### src/hdl/dfa_tsm_pkg.sv
`timescale 1ns / 1ps
`default_nettype none

package dfa_tsm_pkg;

  // Automaton geometry
  localparam int NUM_STATES = 256;
  localparam int STATE_W    = 8;
  localparam int SYM_W      = 8;
  localparam int TRANS_AW   = STATE_W + SYM_W;
  localparam int TRANS_DEPTH = NUM_STATES * (1 << SYM_W);

  // Text offsets
  localparam int POS_W    = 16;
  localparam longint MAX_TEXT = 65535;
  localparam logic [POS_W-1:0] POS_CAP =
    POS_W'((MAX_TEXT < 65535) ? MAX_TEXT : 65535);

  // Output buffer
  localparam int BUF_DEPTH = 2;
  localparam int BUF_PW    = $clog2(BUF_DEPTH);
  localparam int BUF_CW    = $clog2(BUF_DEPTH + 1);

  // Configuration port
  localparam int CFG_IDX_W  = 1;
  localparam int CFG_DATA_W = 8;

  typedef enum logic [1:0] {
    ACT_TRANS  = 2'd0,
    ACT_ACCEPT = 2'd1,
    ACT_TEXT   = 2'd2,
    ACT_END    = 2'd3
  } action_t;

  typedef enum logic [CFG_IDX_W-1:0] {
    CFG_START_STATE = 1'b0,
    CFG_FIND_ALL    = 1'b1
  } cfg_reg_t;

  // One transition table entry
  typedef struct packed {
    logic               present;
    logic [STATE_W-1:0] target;
  } trans_t;

  // Result item
  typedef struct packed {
    logic             result_kind;
    logic [POS_W-1:0] span_start;
    logic [POS_W-1:0] span_length;
    logic             verdict;
    logic             position_overflow;
  } result_t;

  // Table write request
  typedef struct packed {
    logic               trans_we;
    logic               acc_we;
    logic [STATE_W-1:0] state;
    logic [SYM_W-1:0]   sym;
    trans_t             trans;
    logic               acc;
  } tbl_wr_t;

  // Table read request
  typedef struct packed {
    logic               en;
    logic [STATE_W-1:0] cur;
    logic [STATE_W-1:0] start;
    logic [SYM_W-1:0]   sym;
  } tbl_rq_t;

  // Table read data, registered from the request
  typedef struct packed {
    trans_t trans_cur;
    trans_t trans_start;
    logic   acc_cur;
  } tbl_rd_t;

  // Output buffer status
  typedef struct packed {
    logic [BUF_CW-1:0] level;
    logic              pop;
  } buf_stat_t;

  function automatic logic state_ok(input logic [STATE_W-1:0] s);
    return {1'b0, s} < (STATE_W + 1)'(NUM_STATES);
  endfunction

endpackage

`default_nettype wire

### src/hdl/dfa_tsm_if.sv
`timescale 1ns / 1ps
`default_nettype none


// Result item channel
interface dfa_tsm_out_if;
  logic                            valid;
  logic                            ready;
  logic                            result_kind;
  logic [dfa_tsm_pkg::POS_W-1:0]   span_start;
  logic [dfa_tsm_pkg::POS_W-1:0]   span_length;
  logic                            verdict;
  logic                            position_overflow;

  modport source (output valid, result_kind, span_start, span_length, verdict,
                  position_overflow, input ready);
  modport sink (input valid, result_kind, span_start, span_length, verdict,
                position_overflow, output ready);
endinterface


`default_nettype wire

### src/hdl/dfa_tsm_out_buf.sv
`timescale 1ns / 1ps
`default_nettype none

module dfa_tsm_out_buf (
  input  logic                   clk,
  input  logic                   rst_n,
  input  logic                   push,
  input  dfa_tsm_pkg::result_t   push_data,
  output dfa_tsm_pkg::buf_stat_t stat,
  dfa_tsm_out_if.source          out_ch
);

  dfa_tsm_pkg::result_t slot_r [dfa_tsm_pkg::BUF_DEPTH];

  logic [dfa_tsm_pkg::BUF_PW-1:0] wr_ptr_r;
  logic [dfa_tsm_pkg::BUF_PW-1:0] rd_ptr_r;
  logic [dfa_tsm_pkg::BUF_CW-1:0] cnt_r;
  logic                           pop;
  dfa_tsm_pkg::result_t           head;

  assign head = slot_r[rd_ptr_r];
  assign pop  = out_ch.valid && out_ch.ready;

  // Present the oldest item
  assign out_ch.valid             = cnt_r != '0;
  assign out_ch.result_kind       = head.result_kind;
  assign out_ch.span_start        = head.span_start;
  assign out_ch.span_length       = head.span_length;
  assign out_ch.verdict           = head.verdict;
  assign out_ch.position_overflow = head.position_overflow;

  assign stat.level = cnt_r;
  assign stat.pop   = pop;

  // Store pushed item
  always_ff @(posedge clk) begin
    if (push) begin
      slot_r[wr_ptr_r] <= push_data;
    end
  end

  // Advance pointers and fill level
  always_ff @(posedge clk) begin
    if (!rst_n) begin
      wr_ptr_r <= '0;
      rd_ptr_r <= '0;
      cnt_r    <= '0;
    end else begin
      if (push) begin
        wr_ptr_r <= wr_ptr_r + 1'b1;
      end
      if (pop) begin
        rd_ptr_r <= rd_ptr_r + 1'b1;
      end
      cnt_r <= dfa_tsm_pkg::BUF_CW'(cnt_r + {{(dfa_tsm_pkg::BUF_CW-1){1'b0}}, push}
                                   - {{(dfa_tsm_pkg::BUF_CW-1){1'b0}}, pop});
    end
  end

endmodule

`default_nettype wire
### src/flat_wrapper.sv
// flat-port wrapper written by rule: the top's interface ports become plain ports
module dfa_tsm_out_buf_flat 
  (clk, rst_n, push, push_data, stat, out_ch_valid, out_ch_result_kind, out_ch_span_start, out_ch_span_length, out_ch_verdict, out_ch_position_overflow, out_ch_ready);
  dfa_tsm_out_if out_ch_i ();
  input  logic clk;
  input  logic rst_n;
  input  logic push;
  input  dfa_tsm_pkg::result_t push_data;
  output dfa_tsm_pkg::buf_stat_t stat;
  output wire logic [$bits(out_ch_i.valid)-1:0] out_ch_valid;
  output wire logic [$bits(out_ch_i.result_kind)-1:0] out_ch_result_kind;
  output wire logic [$bits(out_ch_i.span_start)-1:0] out_ch_span_start;
  output wire logic [$bits(out_ch_i.span_length)-1:0] out_ch_span_length;
  output wire logic [$bits(out_ch_i.verdict)-1:0] out_ch_verdict;
  output wire logic [$bits(out_ch_i.position_overflow)-1:0] out_ch_position_overflow;
  input wire logic [$bits(out_ch_i.ready)-1:0] out_ch_ready;
  assign out_ch_valid = out_ch_i.valid;
  assign out_ch_result_kind = out_ch_i.result_kind;
  assign out_ch_span_start = out_ch_i.span_start;
  assign out_ch_span_length = out_ch_i.span_length;
  assign out_ch_verdict = out_ch_i.verdict;
  assign out_ch_position_overflow = out_ch_i.position_overflow;
  assign out_ch_i.ready = out_ch_ready;
  dfa_tsm_out_buf u_core (.clk(clk), .rst_n(rst_n), .push(push), .push_data(push_data), .stat(stat), .out_ch(out_ch_i));
endmodule
### config.mk
export PLATFORM = sky130hd
export DESIGN_NAME = dfa_tsm_out_buf_flat
export DESIGN_NICKNAME = d
export VERILOG_FILES = /design/src/hdl/dfa_tsm_pkg.sv /design/src/hdl/dfa_tsm_if.sv /design/src/hdl/dfa_tsm_out_buf.sv /design/src/flat_wrapper.sv
export SDC_FILE = /design/constraint.sdc
export NUM_CORES = 1
export LEC_CHECK = 0
export BUFFER_PORTS_ARGS = -buffer_cell sky130_fd_sc_hd__buf_4
export CAP_MARGIN = 20
export CORE_MARGIN = 5
export CORE_UTILIZATION = 45
export DETAILED_ROUTE_END_ITERATION = 10
export PLACE_DENSITY = 0.71
export RECOVER_POWER = 25
export SETUP_SLACK_MARGIN = 0.2
export SYNTH_ARGS = -nofsm -noshare
export SYNTH_HDL_FRONTEND = slang
export SYNTH_SLANG_ARGS = --single-unit
### constraint.sdc
create_clock -name clk -period 7.85 [get_ports clk]
set_input_delay 1.57 -clock clk [delete_from_list [all_inputs] [get_ports clk]]
set_output_delay 1.57 -clock clk [all_outputs]
set_load 0.03 [all_outputs]
### After elaboration in Yosys (flattened, before gate mapping)

Memory sizes are Yosys's and may differ from the RTL's. A register that Yosys moved wholly into a read port is not among the register bits.
Index checks and enable logic that the tools add are counted.

* register bits after elaboration: 4
* bits in latches: 0
* RAM bits: 70
* memory bits (read-only): 0
* memories: 1

Memories
* u_core.slot_r: words 2, bits a word 35, rd ports 1, clocked after memory_dff 1, write ports 1, RTL line dfa_tsm_out_buf.sv:13 `dfa_tsm_pkg::result_t slot_r [dfa_tsm_pkg::BUF_DEPTH];`

* add/subtract/negate cells: 4
* $mul: 0
* div/mod/pow operators: 0
* magnitude comparators: 0
* eq/ne operators: 0
* shift-type cells: 0
* mux-type cells: 4
* bitwise gates (word level): 0
* reduce and logical (&&, ||, !) cells: 2

Operators by type and width (count)
* two-way mux 1 bit: 4
* adder 1 bit, second input constant: 2
* adder 2 x 1 -> 2 bit: 1
* nonzero test 2 bit: 1
* subtractor 2 x 1 -> 2 bit: 1
* logical AND 1 bit: 1

### Longest topological paths before layout

Gate-level depths: netlist of the first run.

* depth after elaboration: 4
* depth in mapped cells: 6

### Worst setup path after synthesis of the first run

OpenSTA, ideal clock, no wires.

* path type: input to register
* start point: in push
* end point: mem u_core.slot_r[0][0] in the netlist's numbering (enable)
* library setup time: 433 ps
* arrival: 3177 ps
* required time: 7417 ps
* path slack: 4241 ps
* stages: 1
* path buffers: 0
* cell sequence: nor2b_1

* word-level cells in the longest chain between the ends: 2

RTL lines
* start, declared: RTL line flat_wrapper.sv:7 `input logic push;`
* two-way mux 1 bit: RTL line dfa_tsm_out_buf.sv:37 `if (push) begin`
* two-way mux 1 bit (implied by the code): RTL line dfa_tsm_out_buf.sv:38 `slot_r[wr_ptr_r] <= push_data;`
* end, declared: RTL line dfa_tsm_out_buf.sv:13

Every way passes these cells.

==> results of run 1 <==
-- cells by family (layout without fill, tap and decap cells) --
| kind of cell | after synthesis | in the layout |
|---|---|---|
| xor gates and xnor gates | 1 | 1 |
| adders and majority gates | 2 | 2 |
| muxes | 37 | 37 |
| DFF | 75 | 75 |
| buffers and inverters | 7 | 97 |
| AOI/OAI and AO/OA | 2 | 2 |
| and+or+nand+nor | 8 | 8 |
-- per-stage QoR --
step                utilization [%]  setup WS [ps]  std cells  instance area, sq um
floorplan                         -           4240        132                  2930
global placement               55.6           4250        281                  3530
detailed placement             55.9           4240        282                  3550
CTS                            58.4           4240        298                  3710
global route                   58.7           4210        299                  3730
finish                         58.7           4250        299                  3730
-- registers in the layout (all words and copies together) (netlist names), named ones only --
register         flops
u_core.wr_ptr_r      1
u_core.slot_r       70
u_core.rd_ptr_r      1
u_core.cnt_r         2
-- cell type report --
| cell class | count | area, sq um |
|---|---|---|
| clock buffer | 10 | 128 |
| clock inverter | 6 | 32.5 |
| fill | 492 | 2620 |
| inverter | 2 | 7.51 |
| multi-input combinational | 50 | 646 |
| sequential | 75 | 2200 |
| tap | 77 | 96.3 |
| timing repair buffer | 79 | 614 |
-- synthesized netlist by cell type --
library cell,instances
buf_4,1
mux2i_1,2
mux2_2,5
nor2b_1,3
edfxtp_1,70
buf_12,3
dfxtp_1,5
nand2_1,1
or2_2,1
xnor3_1,1
ha_1,2
o21a_1,2
buf_6,1
and2_1,2
mux2_4,30
inv_1,2
nand2b_1,1
-- where the power goes --
part	internal (mW)	leakage, nW	total [mW]	switching (mW)
combinational	0.165	0.685	0.336	0.171
clock	0.111	0.0771	0.240	0.128
sequential	0.467	0.699	0.491	0.0240
total	0.743	1.46	1.07	0.324
-- cell usage in the layout, fill, tap and decap left out --
| master | instances |
|---|---|
| edfxtp_1 | 70 |
| buf_4 | 51 |
| mux2_4 | 30 |
| clkbuf_4 | 23 |
| clkbuf_8 | 9 |
| mux2_2 | 5 |
| clkbuf_1 | 4 |
| dfxtp_1 | 4 |
| o21a_1 | 2 |
| inv_1 | 2 |
| mux2i_1 | 2 |
| nor2b_1 | 2 |
| ha_1 | 2 |
| clkinv_2 | 2 |
| clkinvlp_4 | 2 |
| clkinv_1 | 2 |
| or2_2 | 1 |
| nor2b_4 | 1 |
| nand2_1 | 1 |
| nand2b_1 | 1 |
| and2_2 | 1 |
| and2_1 | 1 |
| xnor3_1 | 1 |
| dfxtp_2 | 1 |
| buf_16 | 1 |
| buf_12 | 1 |
-- path summary, 6_finish.rpt --
kind	startpoint	cells after the start	slack, ps	end
setup reg to reg	u_core.wr_ptr_r	1	6330	u_core.slot_r[1][30]
hold / removal	u_core.rd_ptr_r	2	470	register
hold reg to reg	u_core.rd_ptr_r	2	470	register
setup / recovery	out_ch_ready	3	4250	stat[0]
-- worst max-delay path, stage by stage --
cell,delay (ps)
buf_4,80
o21a_1,190
buf_4,190
-- per-layer routing --
layer | GRT usage, % | up-vias | part of all wire, % | wire [um]
met5 | 0 | - | 0 | 0
met4 | 7.44 | 0 | 1.7 | 82
met3 | 2.67 | 7 | 4.8 | 232
met2 | 20.7 | 37 | 54 | 2610
met1 | 14.3 | 676 | 39 | 1900
li1 | - | 681 | - | -
==> out/metrics.cfg, run 1 <==
[yosys]
synth_area_per_cell_sq_um=22.2
syn-cell-area_sq_um=2930
synth_simple_gate_area_share_pct=1.63
yosysWarnings=0
synth_top_family_by_area=multiplexers
synth_top_area_share_pct=71.9
synth_mux_area_share_pct=18.0
synthXorXnorAreaFrac_pct=0.770
ys_ff_latch=75
synthAdderAreaFrac_pct=0.855
syn_nets=173
syn_inst=132
synth_top_area_cell=edfxtp_1
synth.area.top_cells=edfxtp_1, mux2_4, dfxtp_1, buf_12, mux2_2
yosysSeqAreaShare_pct=75.3
ys_types=17
synth-compound-area-share_pct=0.513

[job]
maxCapViolCount=0

[clock_network]
cts_tree=built
clk_latency_ps=330
cts_resized=0
cts_sinks=75
post_cts_buffers=0
cts_root_buf=clkbuf_8
cts_max_path_buffers=2
clk_pin_slew_ps=80
cts-buffers-inserted=9
htreeDepth=3
hold_buffers=0

[timing]
finalSetupTns_ps=0
fin_hold_ws_ps=469
min_period_ps=3600
setup_viol=0
fin_skew_ps=8.05
hold_viol=0
worst_pin_slew_ps=866
rsz0062_at_grt=false
fmaxAchievable_mhz=278
finalCritPeriodShare_pct=45.9
slew_viol_final=0
slew_headroom_pct=42.3

[critical_path]
crit_path_max_fanout=4
worst_setup_path_end_kind=output pin
critPathLaunchType=input port
cp.arrival_ps=2030
required_ps=6280
critPathKind=input port to output pin

[finish]
fin_nets=258
area_growth_pct=27.4
drive_gt1_share_pct=57.7
n_antenna_cell=0

[power_and_ir_drop]
peakVddDrop_mv=0.170
power_per_cell_area_nw_per_um2=286
finalPower_mw=1.07
leakage_nw=1.46

[detailed_routing]
drtIter0Drc=23
wire_per_inst_um=16.1
wl_mm=4.83
vias=1401
drt_first_pass_iters=4
vias_per_cell=4.69
antenna_left=0
remaining_drc_errors=0

[die]
die_h_um=90.6
die_x_um=90.6
core_sq_um=6350
rows=29
start_util_pct=46.1
die_area_sq_um=8210
ios=78

[global_route]
antenna_found_initial=0
grt_pass1_wl_mm=7.78
grt_max_degree=37
grt_pass1_vias=1528
grt.total_usage_pct=12.3
gr-total-overflow=0

[status]
outcome=finished, final reports clean

[placement]
portBuffers=77
gp_congestion=0.730

[min_path]
worstHoldPathType=register to register

Power figures use the tool's default switching activity.
==> run 2, diff against run 1 <==
- PLACE_DENSITY: 0.71 -> 0.74
- clock period: 7.85 -> 3.3 ns (I/O delays scaled with it)
==> run 2 against run 1 <==
  * Sequential share of layout area down 0.86 points
  * Sequential power up 140%
  * Critical path depth unchanged
  * Die area unchanged
  * Combinational power up 130%
  * Global-route usage up 0.089 points
  * Largest power group unchanged
==> out/metrics.cfg, run 2 (synthesized netlist as in run 1, its figures left out) <==
[status]
outcome=finished, final reports clean

[placement]
dp_hpwl_mm=3.28
dp.cells=284  ; +0.71%
dp_slack_ps=1030  ; -3210 ps
portBuffers=77  ; unchanged
gp_congestion=0.651  ; -11%

[detailed_routing]
drt_first_pass_iters=3  ; -1
wire_per_inst_um=16.0  ; -0.81%
vias=1420  ; +1.4%
vias_per_cell=4.73  ; +1.0%
drtIter0Drc=49  ; +110%
antenna_left=0  ; unchanged
wl_mm=4.80  ; -0.48%
remaining_drc_errors=0  ; unchanged

[timing]
setup_viol=0  ; unchanged
fin_hold_ws_ps=477  ; +8.82 ps
hold_viol=0  ; unchanged
slew_viol_final=0  ; unchanged
finalSetupTns_ps=0  ; unchanged
fin_skew_ps=7.58  ; -0.472 ps
worst_pin_slew_ps=855  ; -10.8 ps
min_period_ps=2600
finalCritPeriodShare_pct=78.9
fmaxAchievable_mhz=384
slew_headroom_pct=43.0  ; +0.72 points
worst_slack_ps=695  ; -3550 ps
rsz0062_at_grt=false

[critical_path]
crit_path_top_delay_cell=dfxtp_2
r2r_start=u_core.wr_ptr_r
required_ps=2640  ; -3640 ps
worst_setup_path_end_kind=output pin
crit_path_max_fanout=18  ; +14
critPathKind=register to output pin
path_cells=buf_4 -> mux2_2 -> buf_4
cp.arrival_ps=1940  ; -90 ps
max_stage_delay_ps=690  ; +500 ps
cp_common_cell=buf_4
critPathLaunchType=register

[die]
rows=29  ; unchanged
ios=78  ; unchanged
die_h_um=90.6  ; unchanged
die_x_um=90.6  ; unchanged
start_util_pct=46.1  ; unchanged
die_area_sq_um=8210  ; unchanged
core_sq_um=6350  ; unchanged

[power_and_ir_drop]
sw_frac_of_total_pct=28.2  ; -2.1 points
power.share.sequential_pct=42.0  ; -4.0 points
finalPower_mw=2.78  ; +160%
p_switching_mw=0.785  ; +140%
peakVddDrop_mv=0.380  ; +120%
leakage_nw=1.50  ; +2.6%
clock_power_share_pct=29.6  ; +7.1 points
intPower_mw=1.99  ; +170%
power_per_cell_area_nw_per_um2=735  ; +160%
share_comb_of_total_power_pct=28.4  ; -3.1 points

[finish]
multi_input_area_sq_um=646  ; unchanged
fin_nets=259  ; +0.39%
largest_reg_flops=70  ; unchanged
stdcell_count=300  ; +0.33%
fillCellCount=477  ; -3.0%
reg_top3=u_core.slot_r x70, u_core.cnt_r x2
area_growth_pct=29.3
top_register=u_core.slot_r
n_antenna_cell=0  ; unchanged
drive_gt1_share_pct=58.7  ; +1.1 points
layout_common_cells=edfxtp_1, buf_4, mux2_4
regArea_sq_um=2200  ; unchanged
layout_commonest_cell=edfxtp_1

[min_path]
holdCritStartpoint=u_core.rd_ptr_r
worstHoldPathType=register to register

[clock_network]
cts_root_buf=clkbuf_8
cts_tree=built
cts-buffers-inserted=9  ; unchanged
cts_max_path_buffers=2  ; unchanged
hold_buffers=0  ; unchanged
htreeDepth=3  ; unchanged
post_cts_buffers=0  ; unchanged
clk_latency_ps=330  ; about the same
clk_pin_slew_ps=70  ; about the same
cts_sinks=75  ; unchanged
cts_resized=0  ; unchanged

[global_route]
antenna_found_initial=0  ; unchanged
grt.total_usage_pct=12.4  ; +0.089 points
grt_max_degree=36  ; -2.7%
grt_pass1_vias=1557  ; +1.9%
gr-total-overflow=0  ; unchanged
grt_pass1_wl_mm=7.76  ; -0.36%

[job]
maxCapViolCount=0  ; unchanged

## run 2: cell count changes in the layout (fill, tap and decap cells not counted), sizes merged
cell,previous run,this run
bufinv,0,3
clkinvlp,2,0
buf,53,54
clkbuf,36,35
## run 2: power by group through the flow
stage               Combinational, mW  Sequential [mW]  Clock [mW]
global route                    0.837             1.18       0.888
detailed placement              0.805             1.19           0
floorplan                       0.605             1.17           0
global placement                0.799             1.18           0
finish                          0.789             1.17       0.823
CTS                             0.806             1.17       0.840
## run 2: metal layers
metal	track usage [%]	vias to the layer above	wire, um
li1	-	684	-
met3	4.58	9	284
met1	13.2	686	1860
met2	21.1	41	2570
met4	7.07	0	83
met5	0	-	0
## run 2: critical path, delay by kind of cell (launching register included)
family	cells	cell delay, ps
buffers and inverters	2	540
flip-flops	1	690
multiplexers	1	370
## run 2: path summary, 6_finish.rpt
check	to	slack, ps	depth (start not counted)
worst max-delay path	out_ch_span_start[6]	700	3
worst min-delay path	register	480	2
worst max register to register	u_core.slot_r[0][28]	1780	2
worst min register to register	register	480	2
## run 2: cell type report
cell class | count | area share (%)
flip-flops and latches | 75 | 58.3
multi-input cells | 50 | 17.1
repair buffers | 80 | 15.6
clock buffers | 9 | 3.27
clock inverters | 7 | 3.08
well taps | 77 | 2.55
inverters | 2 | 0.198
## run 2: through the flow
step	utilization (%)	area (sq um)
after floorplan	-	2930
after global placement	56.0	3550
after detailed placement	56.0	3550
after CTS	59.7	3790
after global routing	59.6	3780
final	59.6	3780
==> run 3, diff against run 2 <==
- clock period: 3.3 -> 2.1 ns (I/O delays scaled with it)
==> run 3 against run 2 <==
  * First-iteration DRC count increased by 4.1%
  * Clock power rose by 39%
  * Sequential power is 55% higher
  * Combinational power rose by 74%
  * Worst setup slack worse by 460 ps
  * Critical path depth unchanged
  * Non-clock buffer count increased by 3
  * Core utilization up 0.83 points
  * Flip-flop and latch count unchanged
  * Register-to-register slack got worse by 1200 ps
  * Worst hold slack worse by 210 ps
==> out/metrics.cfg, run 3 (synthesized netlist as in run 1, its figures left out) <==
[timing]
worst_pin_slew_ps=430  ; -425 ps
hold_viol=0  ; unchanged
fmaxAchievable_mhz=537
fin_skew_ps=6.91  ; -0.672 ps
fin_hold_ws_ps=265  ; -212 ps
min_period_ps=1860
finalSetupTns_ps=0  ; unchanged
slew_headroom_pct=71.3  ; +28 points
finalCritPeriodShare_pct=88.6
worst_slack_ps=239  ; -456 ps
rsz0062_at_grt=true
slew_viol_final=0  ; unchanged
setup_viol=0  ; unchanged

[power_and_ir_drop]
p_switching_mw=1.23  ; +57%
clock_power_share_pct=26.4  ; -3.2 points
power.share.sequential_pct=41.9  ; about the same
finalPower_mw=4.32  ; +55%
peakVddDrop_mv=0.674  ; +78%
share_comb_of_total_power_pct=31.7  ; +3.3 points
power_per_cell_area_nw_per_um2=1130  ; +53%
sw_frac_of_total_pct=28.5  ; +0.31 points
leakage_nw=1.51  ; +0.91%
intPower_mw=3.09  ; +55%

[global_route]
grt_pass1_wl_mm=8.22  ; +6.0%
grt_max_degree=25  ; -31%
grt_pass1_vias=1625  ; +4.4%
antenna_found_initial=0  ; unchanged
gr-total-overflow=0  ; unchanged
grt.total_usage_pct=13.2  ; +0.74 points

[detailed_routing]
wire_per_inst_um=16.8  ; +5.0%
vias_per_cell=4.80  ; +1.5%
drt_first_pass_iters=3  ; unchanged
drtIter0Drc=51  ; +4.1%
vias=1455  ; +2.5%
antenna_left=0  ; unchanged
remaining_drc_errors=0  ; unchanged
wl_mm=5.10  ; +6.1%

[die]
die_area_sq_um=8210  ; unchanged
die_x_um=90.6  ; unchanged
ios=78  ; unchanged
core_sq_um=6350  ; unchanged
die_h_um=90.6  ; unchanged
start_util_pct=46.1  ; unchanged
rows=29  ; unchanged

[finish]
layout_commonest_cell=edfxtp_1
reg_top3=u_core.slot_r x70, u_core.cnt_r x2
final_util_pct=60.4  ; +0.83 points
layout_common_cells=edfxtp_1, buf_4, mux2_4
stdcell_count=303  ; +1.0%
top_register=u_core.slot_r
n_antenna_cell=0  ; unchanged
fin_nets=262  ; +1.2%
largest_reg_flops=70  ; unchanged
area_growth_pct=31.1
final_area_sq_um=3830  ; +1.4%
drive_gt1_share_pct=57.5  ; -1.2 points

[placement]
postPlaceCellArea_sq_um=3600  ; +1.3%
dp_hpwl_mm=3.46  ; +5.6%
gp_congestion=0.671  ; +3.1%
portBuffers=77  ; unchanged
dp.cells=285  ; +0.35%
dp_slack_ps=431  ; -601 ps

[critical_path]
crit_path_max_fanout=11  ; -7
worst_setup_path_end_kind=output pin
required_ps=1680  ; -960 ps
critPathLaunchType=register
cp.arrival_ps=1440  ; -500 ps
critPathKind=register to output pin
path_cells=buf_12 -> mux2_2 -> buf_4
max_stage_delay_ps=420  ; -270 ps
crit_path_top_delay_cell=dfxtp_4

[clock_network]
htreeDepth=3  ; unchanged
cts_sinks=75  ; unchanged
hold_buffers=0  ; unchanged
cts_max_path_buffers=2  ; unchanged
cts_tree=built
clk_pin_slew_ps=70  ; about the same
cts-buffers-inserted=9  ; unchanged
cts_root_buf=clkbuf_8
clk_latency_ps=340  ; about the same

[status]
outcome=finished, final reports clean

[min_path]
worstHoldPathType=input port to register

[job]
maxCapViolCount=0  ; unchanged

## run 3: path summary, 6_finish.rpt
path	cells after the start	end	slack (ps)	from
worst min-delay path	1	u_core.slot_r[1][13]	270	push_data[13]
worst max register to register	6	u_core.cnt_r[1]	610	u_core.cnt_r[0]
worst min register to register	2	u_core.rd_ptr_r	500	u_core.rd_ptr_r
worst max-delay path	3	out_ch_span_start[14]	240	register
## run 3: layout make-up
cell class | instances | area [sq um]
fill | 490 | 2510
sequential | 75 | 2210
timing repair buffer | 83 | 677
multi-input combinational | 50 | 646
clock buffer | 13 | 139
tap | 77 | 96.3
clock inverter | 3 | 63.8
inverter | 2 | 7.51
## run 3: worst max-delay path, delay by kind of cell (launching register included)
kind	cells	cell delay, ps
buffers and inverters	2	340
DFF	1	420
muxes	1	340
## run 3: what timing repair did
item | CTS | global route
pin swaps | 0 | 0
buffers inserted | 1 | 0
resized for setup | 3 | 1
gates cloned | 1 | 0
setup endpoints to repair | 29 | 7
## run 3: power groups by stage
stage	clock, mW	combinational (mW)	sequential, mW
3_3_place_gp	0	1.31	1.84
4_1_cts	1.17	1.39	1.81
3_5_place_dp	0	1.32	1.84
5_1_grt	1.25	1.45	1.82
2_1_floorplan	0	0.951	1.85
6_report	1.14	1.37	1.81
## run 3: layer usage
| layer | global-route usage, % | up-vias | part of all wire (%) |
|---|---|---|---|
| met5 | 0 | - | 0 |
| met4 | 5.21 | 0 | 1.3 |
| met3 | 5.75 | 6 | 7.3 |
| met2 | 22.6 | 48 | 53 |
| met1 | 14.1 | 713 | 38 |
| li1 | - | 688 | - |
